File: src/rtl/core/union_find_slot_allocator_top_defines.svh
// ----------------------------------------------------------------------------
// union_find_slot_allocator_top_defines.svh
// Assertion macros for the disjoint-set slot allocator. The macros use the
// clock and reset of the module that includes this file. Define NO_ASSERTIONS
// to leave every check out.
// ----------------------------------------------------------------------------
`ifndef UNION_FIND_SLOT_ALLOCATOR_TOP_DEFINES_SVH
`define UNION_FIND_SLOT_ALLOCATOR_TOP_DEFINES_SVH

`ifndef NO_ASSERTIONS

// Same-cycle implication.
`define UFSA_ASSERT(lbl, ante, cons, msg) \
   lbl: assert property (@(posedge clock) disable iff (reset) (ante) |-> (cons)) \
      else $error(msg);

// Next-cycle implication.
`define UFSA_ASSERT_NXT(lbl, ante, cons, msg) \
   lbl: assert property (@(posedge clock) disable iff (reset) (ante) |=> (cons)) \
      else $error(msg);

`else

`define UFSA_ASSERT(lbl, ante, cons, msg)
`define UFSA_ASSERT_NXT(lbl, ante, cons, msg)

`endif

`endif

File: src/rtl/core/ufsa_pkg.sv
// ----------------------------------------------------------------------------
// ufsa_pkg
// Shared types and constants of the disjoint-set slot allocator: channel
// payloads, controller states and the controller/datapath command bundles.
// ----------------------------------------------------------------------------
package ufsa_pkg;

   localparam int DEF_ELEMENTS = 1024;
   localparam int ITEM_W       = 10;
   localparam int COUNT_W      = 11;
   localparam int RANK_W       = 4;
   localparam logic [RANK_W-1:0] RANK_MAX = RANK_W'(15);

   typedef struct packed {
      logic [ITEM_W-1:0] first_item;
      logic [ITEM_W-1:0] second_item;
   } req_type;

   typedef struct packed {
      logic               accepted;
      logic               merged;
      logic [ITEM_W-1:0]  set_root;
      logic [COUNT_W-1:0] members;
      logic [COUNT_W-1:0] free_slots;
      logic [COUNT_W-1:0] set_total;
   } rsp_type;

   typedef enum logic [3:0] {
      ST_CLEAR,
      ST_IDLE,
      ST_WALK_ISSUE,
      ST_WALK_CHK,
      ST_COMP_ISSUE,
      ST_COMP_CHK,
      ST_RD_A,
      ST_RD_B,
      ST_LATCH_B,
      ST_UPDATE
   } state_type;

   // controller -> datapath
   typedef struct packed {
      logic clr_step;
      logic load_req;
      logic walk_issue;
      logic walk_chk;
      logic comp_issue;
      logic comp_chk;
      logic next_elem;
      logic rd_a;
      logic rd_b;
      logic latch_b;
      logic update;
   } cmd_type;

   // datapath -> controller
   typedef struct packed {
      logic clr_last;
      logic hop_root;
      logic at_root;
      logic nx_root;
      logic sel_b;
      logic rsp_busy;
   } sts_type;

endpackage

File: src/rtl/core/ufsa_ctrl.sv
// ----------------------------------------------------------------------------
// ufsa_ctrl
// Sequencer: clearing sweep after reset, root walk and path compression for
// each element, root data fetch and the final update.
// ----------------------------------------------------------------------------
module ufsa_ctrl import ufsa_pkg::*; (
   input  logic    clock,
   input  logic    reset,
   input  logic    req_valid,
   output logic    req_stall,
   input  sts_type sts,
   output cmd_type cmd
);

   state_type state_ff;
   state_type state_in;

   always_ff @(posedge clock) begin
      if (reset) begin
         state_ff <= ST_CLEAR;
      end else begin
         state_ff <= state_in;
      end
   end

   always_comb begin
      state_in  = state_ff;
      cmd       = '0;
      req_stall = 1'b1;
      unique case (state_ff)
         ST_CLEAR: begin
            cmd.clr_step = 1'b1;
            if (sts.clr_last) begin
               state_in = ST_IDLE;
            end
         end
         ST_IDLE: begin
            req_stall = 1'b0;
            if (req_valid) begin
               cmd.load_req = 1'b1;
               state_in     = ST_WALK_ISSUE;
            end
         end
         ST_WALK_ISSUE: begin
            cmd.walk_issue = 1'b1;
            state_in       = ST_WALK_CHK;
         end
         ST_WALK_CHK: begin
            cmd.walk_chk = 1'b1;
            if (sts.hop_root) begin
               state_in = ST_COMP_ISSUE;
            end
         end
         ST_COMP_ISSUE: begin
            priority if (!sts.at_root) begin
               cmd.comp_issue = 1'b1;
               state_in       = ST_COMP_CHK;
            end else if (sts.sel_b) begin
               state_in = ST_RD_A;
            end else begin
               cmd.next_elem = 1'b1;
               state_in      = ST_WALK_ISSUE;
            end
         end
         ST_COMP_CHK: begin
            cmd.comp_chk = 1'b1;
            priority if (!sts.nx_root) begin
               state_in = ST_COMP_CHK;
            end else if (sts.sel_b) begin
               state_in = ST_RD_A;
            end else begin
               cmd.next_elem = 1'b1;
               state_in      = ST_WALK_ISSUE;
            end
         end
         ST_RD_A: begin
            cmd.rd_a = 1'b1;
            state_in = ST_RD_B;
         end
         ST_RD_B: begin
            cmd.rd_b = 1'b1;
            state_in = ST_LATCH_B;
         end
         ST_LATCH_B: begin
            cmd.latch_b = 1'b1;
            state_in    = ST_UPDATE;
         end
         ST_UPDATE: begin
            // wait for the output register to drain
            if (!sts.rsp_busy) begin
               cmd.update = 1'b1;
               state_in   = ST_IDLE;
            end
         end
         default: begin
            state_in = ST_CLEAR;
         end
      endcase
   end

endmodule

File: config.mk
export PLATFORM = sky130hd
export DESIGN_NAME = ufsa_ctrl
export DESIGN_NICKNAME = d
export VERILOG_FILES = /design/src/rtl/core/union_find_slot_allocator_top_defines.svh /design/src/rtl/core/ufsa_pkg.sv /design/src/rtl/core/ufsa_ctrl.sv
export SDC_FILE = /design/constraint.sdc
export NUM_CORES = 1
export LEC_CHECK = 0
export BUFFER_PORTS_ARGS = -buffer_cell sky130_fd_sc_hd__buf_4
export CAP_MARGIN = 5
export CORE_AREA = 8 8 45 47
export CTS_CLUSTER_DIAMETER = 120
export DETAILED_ROUTE_END_ITERATION = 8
export DIE_AREA = 0 0 53 55
export GPL_TIMING_DRIVEN = 0
export PLACE_DENSITY = 0.7
export SYNTH_ARGS = -nofsm -noshare
export SYNTH_HDL_FRONTEND = slang
export SYNTH_SLANG_ARGS = --single-unit
File: constraint.sdc
create_clock -name clock -period 3.6 [get_ports clock]
set_input_delay 0.72 -clock clock [delete_from_list [all_inputs] [get_ports clock]]
set_output_delay 0.72 -clock clock [all_outputs]
set_load 0.01 [all_outputs]
After elaboration in Yosys (flattened, before gate mapping)
Cells that the tools add are included.
{ "totals": {"reg_bits": 4, "inputBits": 9, "output_inout_bits": 12, "word_cells": 42} }
{ "op_classes": {"n_eq_ne": 13, "mux": 26, "n_reduce_logical": 2} }
{ "ops": {"columns": ["op", "count"], "rows": [
  ["$pmux W4 S10", 1],
  ["$mux W4", 6],
  ["$mux W1", 17],
  ["$eq A4 B3 Y1 const B", 4],
  ["$eq A4 B2 Y1 const B", 2],
  ["$eq A4 B4 Y1 const B", 2],
  ["$ne A2 B2 Y1 const B", 4],
  ["$eq A4 B1 Y1 const B", 1],
  ["$logic_not A4 Y1", 1],
  ["$reduce_and A4 Y1", 1],
  ["$mux W3", 1],
  ["$pmux W1 S2", 1]
]} }

Longest topological paths before layout
Gate-level depths: netlist of the first run.
{ "logic_depth": {"ltp_word": 3, "depth_mapped": 5, "mapped_depth_nobuf": 4} }

Worst setup path before layout of the first run
OpenSTA, ideal clock, no wires.
{ "synth_timing": {"path_kind": "input to output", "startpoint": "input port sts[1] (netlist name)", "endpoint": "output port cmd[4] (netlist name)", "t_arrival_ns": 1.153, "required_ns": 2.880, "slack_ns": 1.727, "path_stages": 1, "path_buffers": 0, "cell_sequence": "nor4_1"} }
{ "synth_between": {"elab_chain_cells": 3, "elab_cells_between_ends": 4, "classes_between": "mux (4)"} }
{ "synth_rtl": {"columns": ["item", "line_no", "text"], "rows": [
  ["start, declared", "ufsa_ctrl.sv:11", "input sts_type sts,"],
  ["$mux W1 (*)", "ufsa_ctrl.sv:58, ufsa_ctrl.sv:69", null],
  ["$mux W1 (on tied branches)", "ufsa_ctrl.sv:67, ufsa_ctrl.sv:55", null],
  ["$pmux W1 S2 (*)", "ufsa_ctrl.sv:30", "unique case (state_ff)"],
  ["end, declared", "ufsa_ctrl.sv:12", "output cmd_type cmd"]
]} }
Mark *: on every way between the ends. The rest lies on a longest branch, timed or not.

==> results.py, run 1 <==
metrics = {
    "power_and_ir_drop": {
        "power_frac_seq_pct": 19.3,
        "internal_power_w": 0.0002105,
        "p_switching_w": 0.0001380,
        "clockPowerShare_pct": 16.4,
        "power_w": 0.0003485,
        "swShare_pct": 39.60,
        "ir_drop_v": 0.0002715,
        "cellLeakagePower_nw": 0.2913,
        "power_density_nw_per_um2": 566.1,
        "combPwrFrac_pct": 64.3,
    },
    "sta": {
        "hold_viol_final": 0,
        "fmax_mhz": 476.6,
        "slew_headroom_pct": 80.05,
        "worstMarginPinSlew_ns": 0.2969,
        "min_period_over_period_pct": 58.29,
        "rsz0062_at_grt": "false",
        "setup_violations": 0,
        "fin_crit_ns": 2.098,
        "worst_clock_skew_ns": 0.003507,
        "setup_tns_ns": 0,
        "drv_slew": 0,
    },
    "clock_network": {
        "numCtsBuffers": 3,
        "cts_hold_buf": 0,
        "cts_tree": "yes",
        "cts.htree.levels": 1,
        "insertion_delay_ns": 0.24,
        "clockRootBuffer": "clkbuf_4",
        "cts_sinks": 4,
        "cts_setup_buffers": 0,
        "clk_pin_slew_ns": 0.04,
        "cts_resized": 0,
        "cts_buffer_depth": 2,
    },
    "worst_setup_path": {
        "cp_slowest_cell": "dfxtp_1",
        "worstPathRequired_ns": 2.88,
        "reg2reg_from": "state_ff[1]",
        "start_kind": "flop",
        "crit_fanout": 10,
        "worst-setup-path-type": "flop to output pin",
        "path_buf_inv": 2,
        "r2r_setup_slack_ns": 2.20,
        "path_delay_family": "simple AND/OR/NAND/NOR gates",
        "cp.arrival_ns": 1.38,
        "slowest_delay_ns": 0.30,
        "r2r_cells": 4,
        "reg2reg_to": "state_ff[0]",
        "path_cells": "buf_2 > nand2b_1 > nor4_1 > buf_4",
        "end_kind": "output pin",
    },
    "global_route": {
        "antenna_found_initial": 0,
        "grt_pass1_vias": 459,
        "grt_pass1_wl_um": 1959,
        "overflow": 0,
        "grt_max_degree": 11,
        "grt_usage_pct": 8.862,
    },
    "logic_synthesis": {
        "yosys-top-cells-area": "dfxtp_1 19%, nor2_1 9.8%, nor2b_1 7.4%",
        "synth_seq_cells": 4,
        "synth_edf_count": 0,
        "syn_area_per_cell_sq_um": 6.933,
        "synth_area_sq_um": 422.9,
        "ys_seq_area_share_pct": 18.93,
        "async_flop_share_pct": 0,
        "syn_nets": 70,
        "yosysWarnings": 0,
        "synth_commonest_cells": "11 x nor2_1, 6 x nor3_1, 5 x nand2_1, 5 x nor2b_1",
        "synthDistinctLibCells": 23,
        "yosysTopAreaCell": "dfxtp_1",
        "yosysTopAreaCellShare_pct": 18.93,
        "synthCells": 61,
        "synth-main-ff-cell": "dfxtp_1",
        "yosysMostFrequentCell": "nor2_1",
    },
    "min_path": {
        "hold_class": "primary input to flop",
        "hold_path_depth": 2,
        "hold_end": "state_ff[3]",
        "hp-start": "reset",
    },
    "final_layout": {
        "num-fill-cells": 160,
        "antenna_cells": 0,
        "seq_area_sq_um": 80.08,
        "drive_gt1_share_pct": 35.71,
        "top_register": "state_ff",
        "multi_input_area_sq_um": 315.3,
        "area_growth_pct": 45.56,
        "nNetsFinal": 95,
        "reg_top3": "state_ff x4",
        "largest_reg_flops": 4,
    },
    "placed_design": {
        "place_congestion": 0.8129,
        "hpwlAfterDp_um": 979,
        "io_buffers": 20,
    },
    "route": {
        "firstDrtPassIters": 4,
        "viasPerCell": 5.070,
        "drt_iter0_drc": 16,
        "wire_per_inst_um": 12.36,
        "vias": 507,
        "final_antenna_net_count": 0,
        "drc_errors": 0,
        "wirelength_um": 1236,
    },
    "die": {
        "die_h_um": 55,
        "core_area_sq_um": 1384,
        "io_pins": 21,
        "dieArea_sq_um": 2915,
        "rows": 14,
        "dieWidth_um": 53,
        "start_util_pct": 30.56,
    },
    "run": {
        "cap_violations": 0,
    },
    "outcome": {
        "outcome": "finished clean",
    },
}
-- how the worst max path moves through the flow --
stage	from	endpoint	slack, ns	cells past startpoint
2_1_floorplan	sts[1]	cmd[4]	1.73	1
3_3_place_gp	sts[1]	cmd[4]	1.63	3
3_5_place_dp	sts[1]	cmd[4]	1.63	3
4_1_cts	state_ff[3]	cmd[4]	1.50	4
5_1_grt	state_ff[2]	cmd[4]	1.43	4
6_report	state_ff[2]	cmd[4]	1.50	4
-- placed cells by master (no fill, tap or decap), types with 2 or more instances in the layout --
| cell | Yosys | layout |
|---|---|---|
| dfxtp_1 | 4 | 4 |
| o22ai_1 | 2 | 2 |
| nor4_1 | 3 | 3 |
| nand2_1 | 5 | 5 |
| buf_2 | 4 | 4 |
| or3_1 | 2 | 2 |
| mux2i_1 | 2 | 2 |
| nor3_1 | 6 | 6 |
| nand2b_1 | 4 | 4 |
| buf_4 | 0 | 20 |
| clkbuf_4 | 0 | 3 |
| nor2_1 | 11 | 11 |
| inv_1 | 2 | 2 |
| nor2b_1 | 5 | 5 |
-- logic make-up (layout without fill, tap and decap cells) --
| family | count (synthesis) | in the layout | share of synthesized area, % |
|---|---|---|---|
| AOI/OAI and AO/OA | 9 | 9 | 18.93 |
| muxes | 3 | 3 | 8.283 |
| and+or+nand+nor | 39 | 39 | 47.34 |
| buffers and inverters | 6 | 29 | 6.510 |
| DFF | 4 | 4 | 18.94 |
-- area by class of cell --
type	instances	share of cell area [%]
clock buffer	3	3.659
tap	16	3.252
timing repair buffer	20	24.39
multi-input combinational	51	51.22
inverter	2	1.220
buffer	4	3.252
sequential	4	13.01
-- per-layer routing --
metal  track usage, %  vias to the layer above  routed length (um)
li1                 -                      259                   -
met1            10.82                      227                 580
met2            13.28                       19                 536
met3            2.139                        2                 106
met4            6.466                        0                  11
met5                0                        -                   0
-- power groups by stage --
stage                     Sequential, W  Clock (W)  Combinational, W
final                         0.0000674  0.0000570          0.000224
after detailed placement      0.0000680          0          0.000225
after CTS                     0.0000673  0.0000596          0.000226
after global routing          0.0000715  0.0000620          0.000242
after floorplan               0.0000650          0          0.000160
after global placement        0.0000678          0          0.000222
-- per-stage QoR --
step / instance area [sq um] / worst slack [ns] / utilization, % / std cells / hold slack [ns]
6_report: 615.6 / 1.502 / 44.48 / 100 / 0.6921
2_1_floorplan: 422.9 / 1.727 / - / 61 / 0.6585
4_1_cts: 615.6 / 1.498 / 44.48 / 100 / 0.6845
3_5_place_dp: 593.1 / 1.627 / 42.86 / 97 / 0.7277
5_1_grt: 615.6 / 1.433 / 44.48 / 100 / 0.6863
3_3_place_gp: 593.1 / 1.625 / 42.86 / 97 / 0.7357
Note: power is estimated with default switching activity, not from simulation.
==> run 2: changes to the inputs <==
- ABC_AREA: not set -> 1
- PLACE_DENSITY: 0.7 -> 0.71
- clock period: 3.6 -> 1.8 ns (I/O delays scaled with it)
==> results.py, run 2 <==
metrics = {
    "outcome": {
        "outcome": "finished clean",
    },
    "final_layout": {
        "num-fill-cells": 152,
        "mostFrequentLayoutCells": "20 x buf_4, 15 x nor2_1, 15 x nand2_1, 9 x inv_1, 7 x nand3_1",
        "largest_reg_flops": 4,
        "reg_top3": "state_ff x4",
        "drive_gt1_share_pct": 38.95,
        "area_growth_pct": 49.23,
        "top_register": "state_ff",
        "seq_area_sq_um": 83.83,
        "final_cells": 111,
        "nNetsFinal": 106,
        "antenna_cells": 0,
        "multi_input_area_sq_um": 281.5,
        "final_common_cell": "buf_4",
    },
    "logic_synthesis": {
        "yosysWarnings": 0,
        "yosysTopAreaCellShare_pct": 19.81,
        "synthCells": 72,
        "syn_area_per_cell_sq_um": 5.613,
        "ys_seq_area_share_pct": 19.81,
        "syn_nets": 81,
        "synth-main-ff-cell": "dfxtp_1",
        "synthDistinctLibCells": 16,
        "synth_commonest_cells": "16 x nand2_1, 15 x nor2_1, 12 x inv_1",
        "synth_edf_count": 0,
        "async_flop_share_pct": 0,
        "yosysMostFrequentCell": "nand2_1",
        "yosysTopAreaCell": "dfxtp_1",
        "yosys-top-cells-area": "dfxtp_1 20%, nand2_1 15%, nor2_1 14%",
        "synth_seq_cells": 4,
        "synth_area_sq_um": 404.1,
    },
    "worst_setup_path": {
        "slowest_delay_ns": 0.31,
        "crit_start": "state_ff[3]",
        "worstPathRequired_ns": 1.44,
        "reg2reg_from": "state_ff[2]",
        "path_cells": "inv_2 > nand2_4 > nor2_2 > a21oi_1 > nor3b_1 > buf_4",
        "cp_slowest_cell": "dfxtp_1",
        "path_delay_family": "simple AND/OR/NAND/NOR gates",
        "worst-setup-path-type": "flop to output pin",
        "path_buf_inv": 2,
        "cp.arrival_ns": 1.32,
        "crit_fanout": 8,
        "end_kind": "output pin",
        "r2r_setup_slack_ns": 0.68,
        "start_kind": "flop",
    },
    "clock_network": {
        "cts_hold_buf": 0,
        "cts_tree": "yes",
        "numCtsBuffers": 3,
        "clockRootBuffer": "clkbuf_4",
        "cts_sinks": 4,
        "insertion_delay_ns": 0.23,
        "clk_pin_slew_ns": 0.04,
        "cts_buffer_depth": 2,
        "cts.htree.levels": 1,
    },
    "die": {
        "dieArea_sq_um": 2915,
        "core_area_sq_um": 1384,
        "io_pins": 21,
        "start_util_pct": 29.20,
        "die_h_um": 55,
        "rows": 14,
        "dieWidth_um": 53,
    },
    "sta": {
        "worstMarginPinSlew_ns": 0.2425,
        "hold_viol_final": 0,
        "holdWs_ns": 0.3032,
        "worst_clock_skew_ns": 0.003320,
        "slew_headroom_pct": 83.69,
        "min_period_over_period_pct": 93.47,
        "fmax_mhz": 594.3,
        "setup_tns_ns": 0,
        "setup_violations": 0,
        "fin_crit_ns": 1.683,
        "rsz0062_at_grt": "false",
        "drv_slew": 0,
    },
    "power_and_ir_drop": {
        "cellLeakagePower_nw": 0.3502,
        "ir_drop_v": 0.0003235,
        "power_density_nw_per_um2": 1048,
    },
    "placed_design": {
        "place_congestion": 0.7691,
        "hpwlAfterDp_um": 964.4,
        "dpl.cell_count": 108,
        "io_buffers": 20,
    },
    "route": {
        "wire_per_inst_um": 10.45,
        "viasPerCell": 4.712,
        "drc_errors": 0,
        "firstDrtPassIters": 4,
        "vias": 523,
        "final_antenna_net_count": 0,
        "drt_iter0_drc": 7,
        "wirelength_um": 1160,
    },
    "global_route": {
        "grt_max_degree": 9,
        "antenna_found_initial": 0,
        "grt_usage_pct": 8.684,
        "grt_pass1_vias": 483,
        "overflow": 0,
        "grt_pass1_wl_um": 1897,
    },
    "run": {
        "cap_violations": 0,
    },
    "min_path": {
        "hold_class": "primary input to flop",
        "hp-start": "reset",
    },
}
run 2: cell count changes after synthesis, moves of 5 or more:
cell,delta
nand2_1,+11
nor2b_1,-5
nand3_1,+7
inv_1,+10
nor3_1,-5
run 2: kinds of logic (layout without fill, tap and decap cells):
kind of cell | count (synthesis) | count (layout) | share of synthesized area [%]
AND/OR/NAND/NOR | 49 | 49 | 60.37
AO/OA/AOI/OAI | 7 | 7 | 8.668
flip-flops | 4 | 4 | 19.82
buffers and inverters | 12 | 35 | 11.14
run 2: area by class of cell:
type / instances / share of cell area, %
well taps: 16 / 3.320
multi-input cells: 56 / 46.68
inverters: 12 / 7.469
repair buffers: 20 / 24.90
flip-flops and latches: 4 / 13.90
clock buffers: 3 / 3.734
run 2: timing repair:
action                     4_1_cts  5_1_grt
pin swaps                        0        1
setup buffers                    0        0
gates cloned                     0        0
resized for setup                1        6
setup endpoints to repair        1        2
run 2: where the power goes:
part	switching [W]	total [W]	internal, W
clock	0.0000351	0.000110	0.0000744
sequential	0.0000367	0.000151	0.000114
combinational	0.000219	0.000372	0.000152
run 2: per-layer routing:
layer  global-route usage, %  up-vias  part of all wire [%]
met5                       0        -                     0
met4                   6.466        0                     0
met3                   3.209        0                   7.8
met2                   14.45       12                    50
met1                   8.801      234                    42
li1                        -      277                     -
run 2: worst reg2reg max path, delay by kind of cell (launching register included):
family                 cells  cell delay (ns)
and+or+nand+nor            5             0.45
DFF                        1             0.41
AOI/OAI and AO/OA          1             0.05
buffers and inverters      1             0.09
run 2: final timing paths:
check / to / cells past startpoint
setup / recovery: cmd[4] / 6
hold / removal: state_ff[2] / 2
setup reg to reg: state_ff[1] / 7
hold reg to reg: state_ff[0] / 2
run 2: metrics by stage:
stage               setup WS (ns)  util, %  area [sq um]  total power, W
floorplan                  0.3281        -         404.1       0.0003771
global placement           0.2419    41.50         574.3       0.0005088
detailed placement         0.2432    41.50         574.3       0.0005075
CTS                       0.01204    43.13         596.8       0.0006235
global route              0.02614    43.58         603.1       0.0007006
finish                     0.1175    43.58         603.1       0.0006319
==> run 3: changes to the inputs <==
- MAX_ROUTING_LAYER: not set -> met4
- PLACE_DENSITY: 0.71 -> 0.68
- clock period: 1.8 -> 2.1 ns (I/O delays scaled with it)
==> results.py, run 3 (synthesis gave the netlist of run 2 again) <==
metrics = {
    "outcome": {
        "outcome": "finished clean",
    },
    "route": {
        "wire_per_inst_um": 10.41,
        "drc_errors": 0,
        "vias": 516,
        "viasPerCell": 4.649,
        "final_antenna_net_count": 0,
        "wirelength_um": 1156,
        "firstDrtPassIters": 4,
        "drt_iter0_drc": 10,
    },
    "clock_network": {
        "cts_sinks": 4,
        "cts_resized": 0,
        "numCtsBuffers": 3,
        "clk_pin_slew_ns": 0.04,
        "cts_hold_buf": 0,
        "cts_buffer_depth": 2,
        "insertion_delay_ns": 0.23,
        "cts_setup_buffers": 0,
        "cts.htree.levels": 1,
        "cts_tree": "yes",
        "clockRootBuffer": "clkbuf_4",
    },
    "final_layout": {
        "reg_top3": "state_ff x4",
        "num-fill-cells": 162,
        "antenna_cells": 0,
        "drive_gt1_share_pct": 31.58,
        "area_growth_pct": 47.68,
        "utilization_pct": 43.13,
        "nNetsFinal": 106,
        "final_common_cell": "buf_4",
        "mostFrequentLayoutCells": "20 x buf_4, 16 x nand2_1, 15 x nor2_1, 12 x inv_1, 7 x nand3_1",
        "largest_reg_flops": 4,
        "top_register": "state_ff",
    },
    "die": {
        "dieWidth_um": 53,
        "dieArea_sq_um": 2915,
        "die_h_um": 55,
        "core_area_sq_um": 1384,
        "rows": 14,
        "io_pins": 21,
        "start_util_pct": 29.20,
    },
    "power_and_ir_drop": {
        "power_density_nw_per_um2": 884.1,
        "cellLeakagePower_nw": 0.3475,
        "ir_drop_v": 0.0004567,
    },
    "global_route": {
        "grt_pass1_wl_um": 1925,
        "overflow": 0,
        "grt_usage_pct": 8.615,
        "antenna_found_initial": 0,
        "grt_pass1_vias": 490,
        "grt_max_degree": 9,
    },
    "worst_setup_path": {
        "end_kind": "output pin",
        "slowest_delay_ns": 0.31,
        "cp.arrival_ns": 1.46,
        "start_kind": "flop",
        "worstPathRequired_ns": 1.68,
        "cp_slowest_cell": "dfxtp_1",
        "r2r_cells": 7,
        "path_cells": "inv_1 > nand2_4 > nor2_2 > a21oi_1 > nor3b_1 > buf_4",
        "crit_fanout": 8,
        "worst-setup-path-type": "flop to output pin",
    },
    "min_path": {
        "hold_path_depth": 2,
        "hold_class": "primary input to flop",
    },
    "sta": {
        "min_period_over_period_pct": 89.41,
        "holdWs_ns": 0.3752,
        "slew_headroom_pct": 78.70,
        "setup_tns_ns": 0,
        "drv_slew": 0,
        "fin_crit_ns": 1.878,
        "worstMarginPinSlew_ns": 0.3190,
        "setup_violations": 0,
        "worst_clock_skew_ns": 0.0008445,
        "fmax_mhz": 532.6,
        "hold_viol_final": 0,
        "rsz0062_at_grt": "false",
    },
    "placed_design": {
        "place_congestion": 0.7724,
        "hpwlAfterDp_um": 975,
        "io_buffers": 20,
    },
    "run": {
        "cap_violations": 0,
    },
}
[run 3: cell counts in the layout (fill, tap and decap cells not counted)]
No cell type changed its count.
[run 3: report_power, final]
| part | switching (W) | internal [W] | total, W |
|---|---|---|---|
| Combinational | 0.000187 | 0.000127 | 0.000314 |
| Sequential | 0.0000255 | 0.0000936 | 0.000119 |
| Clock | 0.0000303 | 0.0000639 | 0.0000942 |
[run 3: layer usage]
metal / global-route usage [%] / share of wire (%) / up-vias
met5: - / 0 / -
met4: 3.879 / 1.2 / 0
met3: 2.406 / 8.2 / 2
met2: 14.45 / 45 / 18
met1: 9.271 / 46 / 223
li1: - / - / 273
[run 3: stage by stage]
step           cell area, sq um  total power, W  instances  worst slack, ns
2_1_floorplan             404.1       0.0003232         72           0.5681
3_3_place_gp              574.3       0.0004329        108           0.4812
3_5_place_dp              574.3       0.0004322        108           0.4676
4_1_cts                   596.8       0.0005344        111           0.2085
5_1_grt                   596.8       0.0005837        111          0.06358
6_report                  596.8       0.0005277        111           0.2224
[run 3: worst max-delay path, delay by kind of cell (launching register included)]
kind	cells	cell delay (ns)
AO/OA/AOI/OAI	1	0.08
buffers and inverters	2	0.37
flip-flops	1	0.31
AND/OR/NAND/NOR	3	0.47
[run 3: worst paths after layout]
path	start	slack (ns)	end
worst max-delay path	state_ff[3]	0.22	cmd[4]
worst min-delay path	reset	0.38	state_ff[1]
worst max register to register	state_ff[2]	0.82	state_ff[1]
worst min register to register	state_ff[0]	0.55	state_ff[0]
[run 3: cell type report]
class	count	area (sq um)	share of cell area [%]
clock buffers	3	22.52	3.774
repair buffers	20	150.1	25.16
well taps	16	20.02	3.354
flip-flops and latches	4	80.08	13.42
inverters	12	45.04	7.547
multi-input cells	56	279.0	46.75
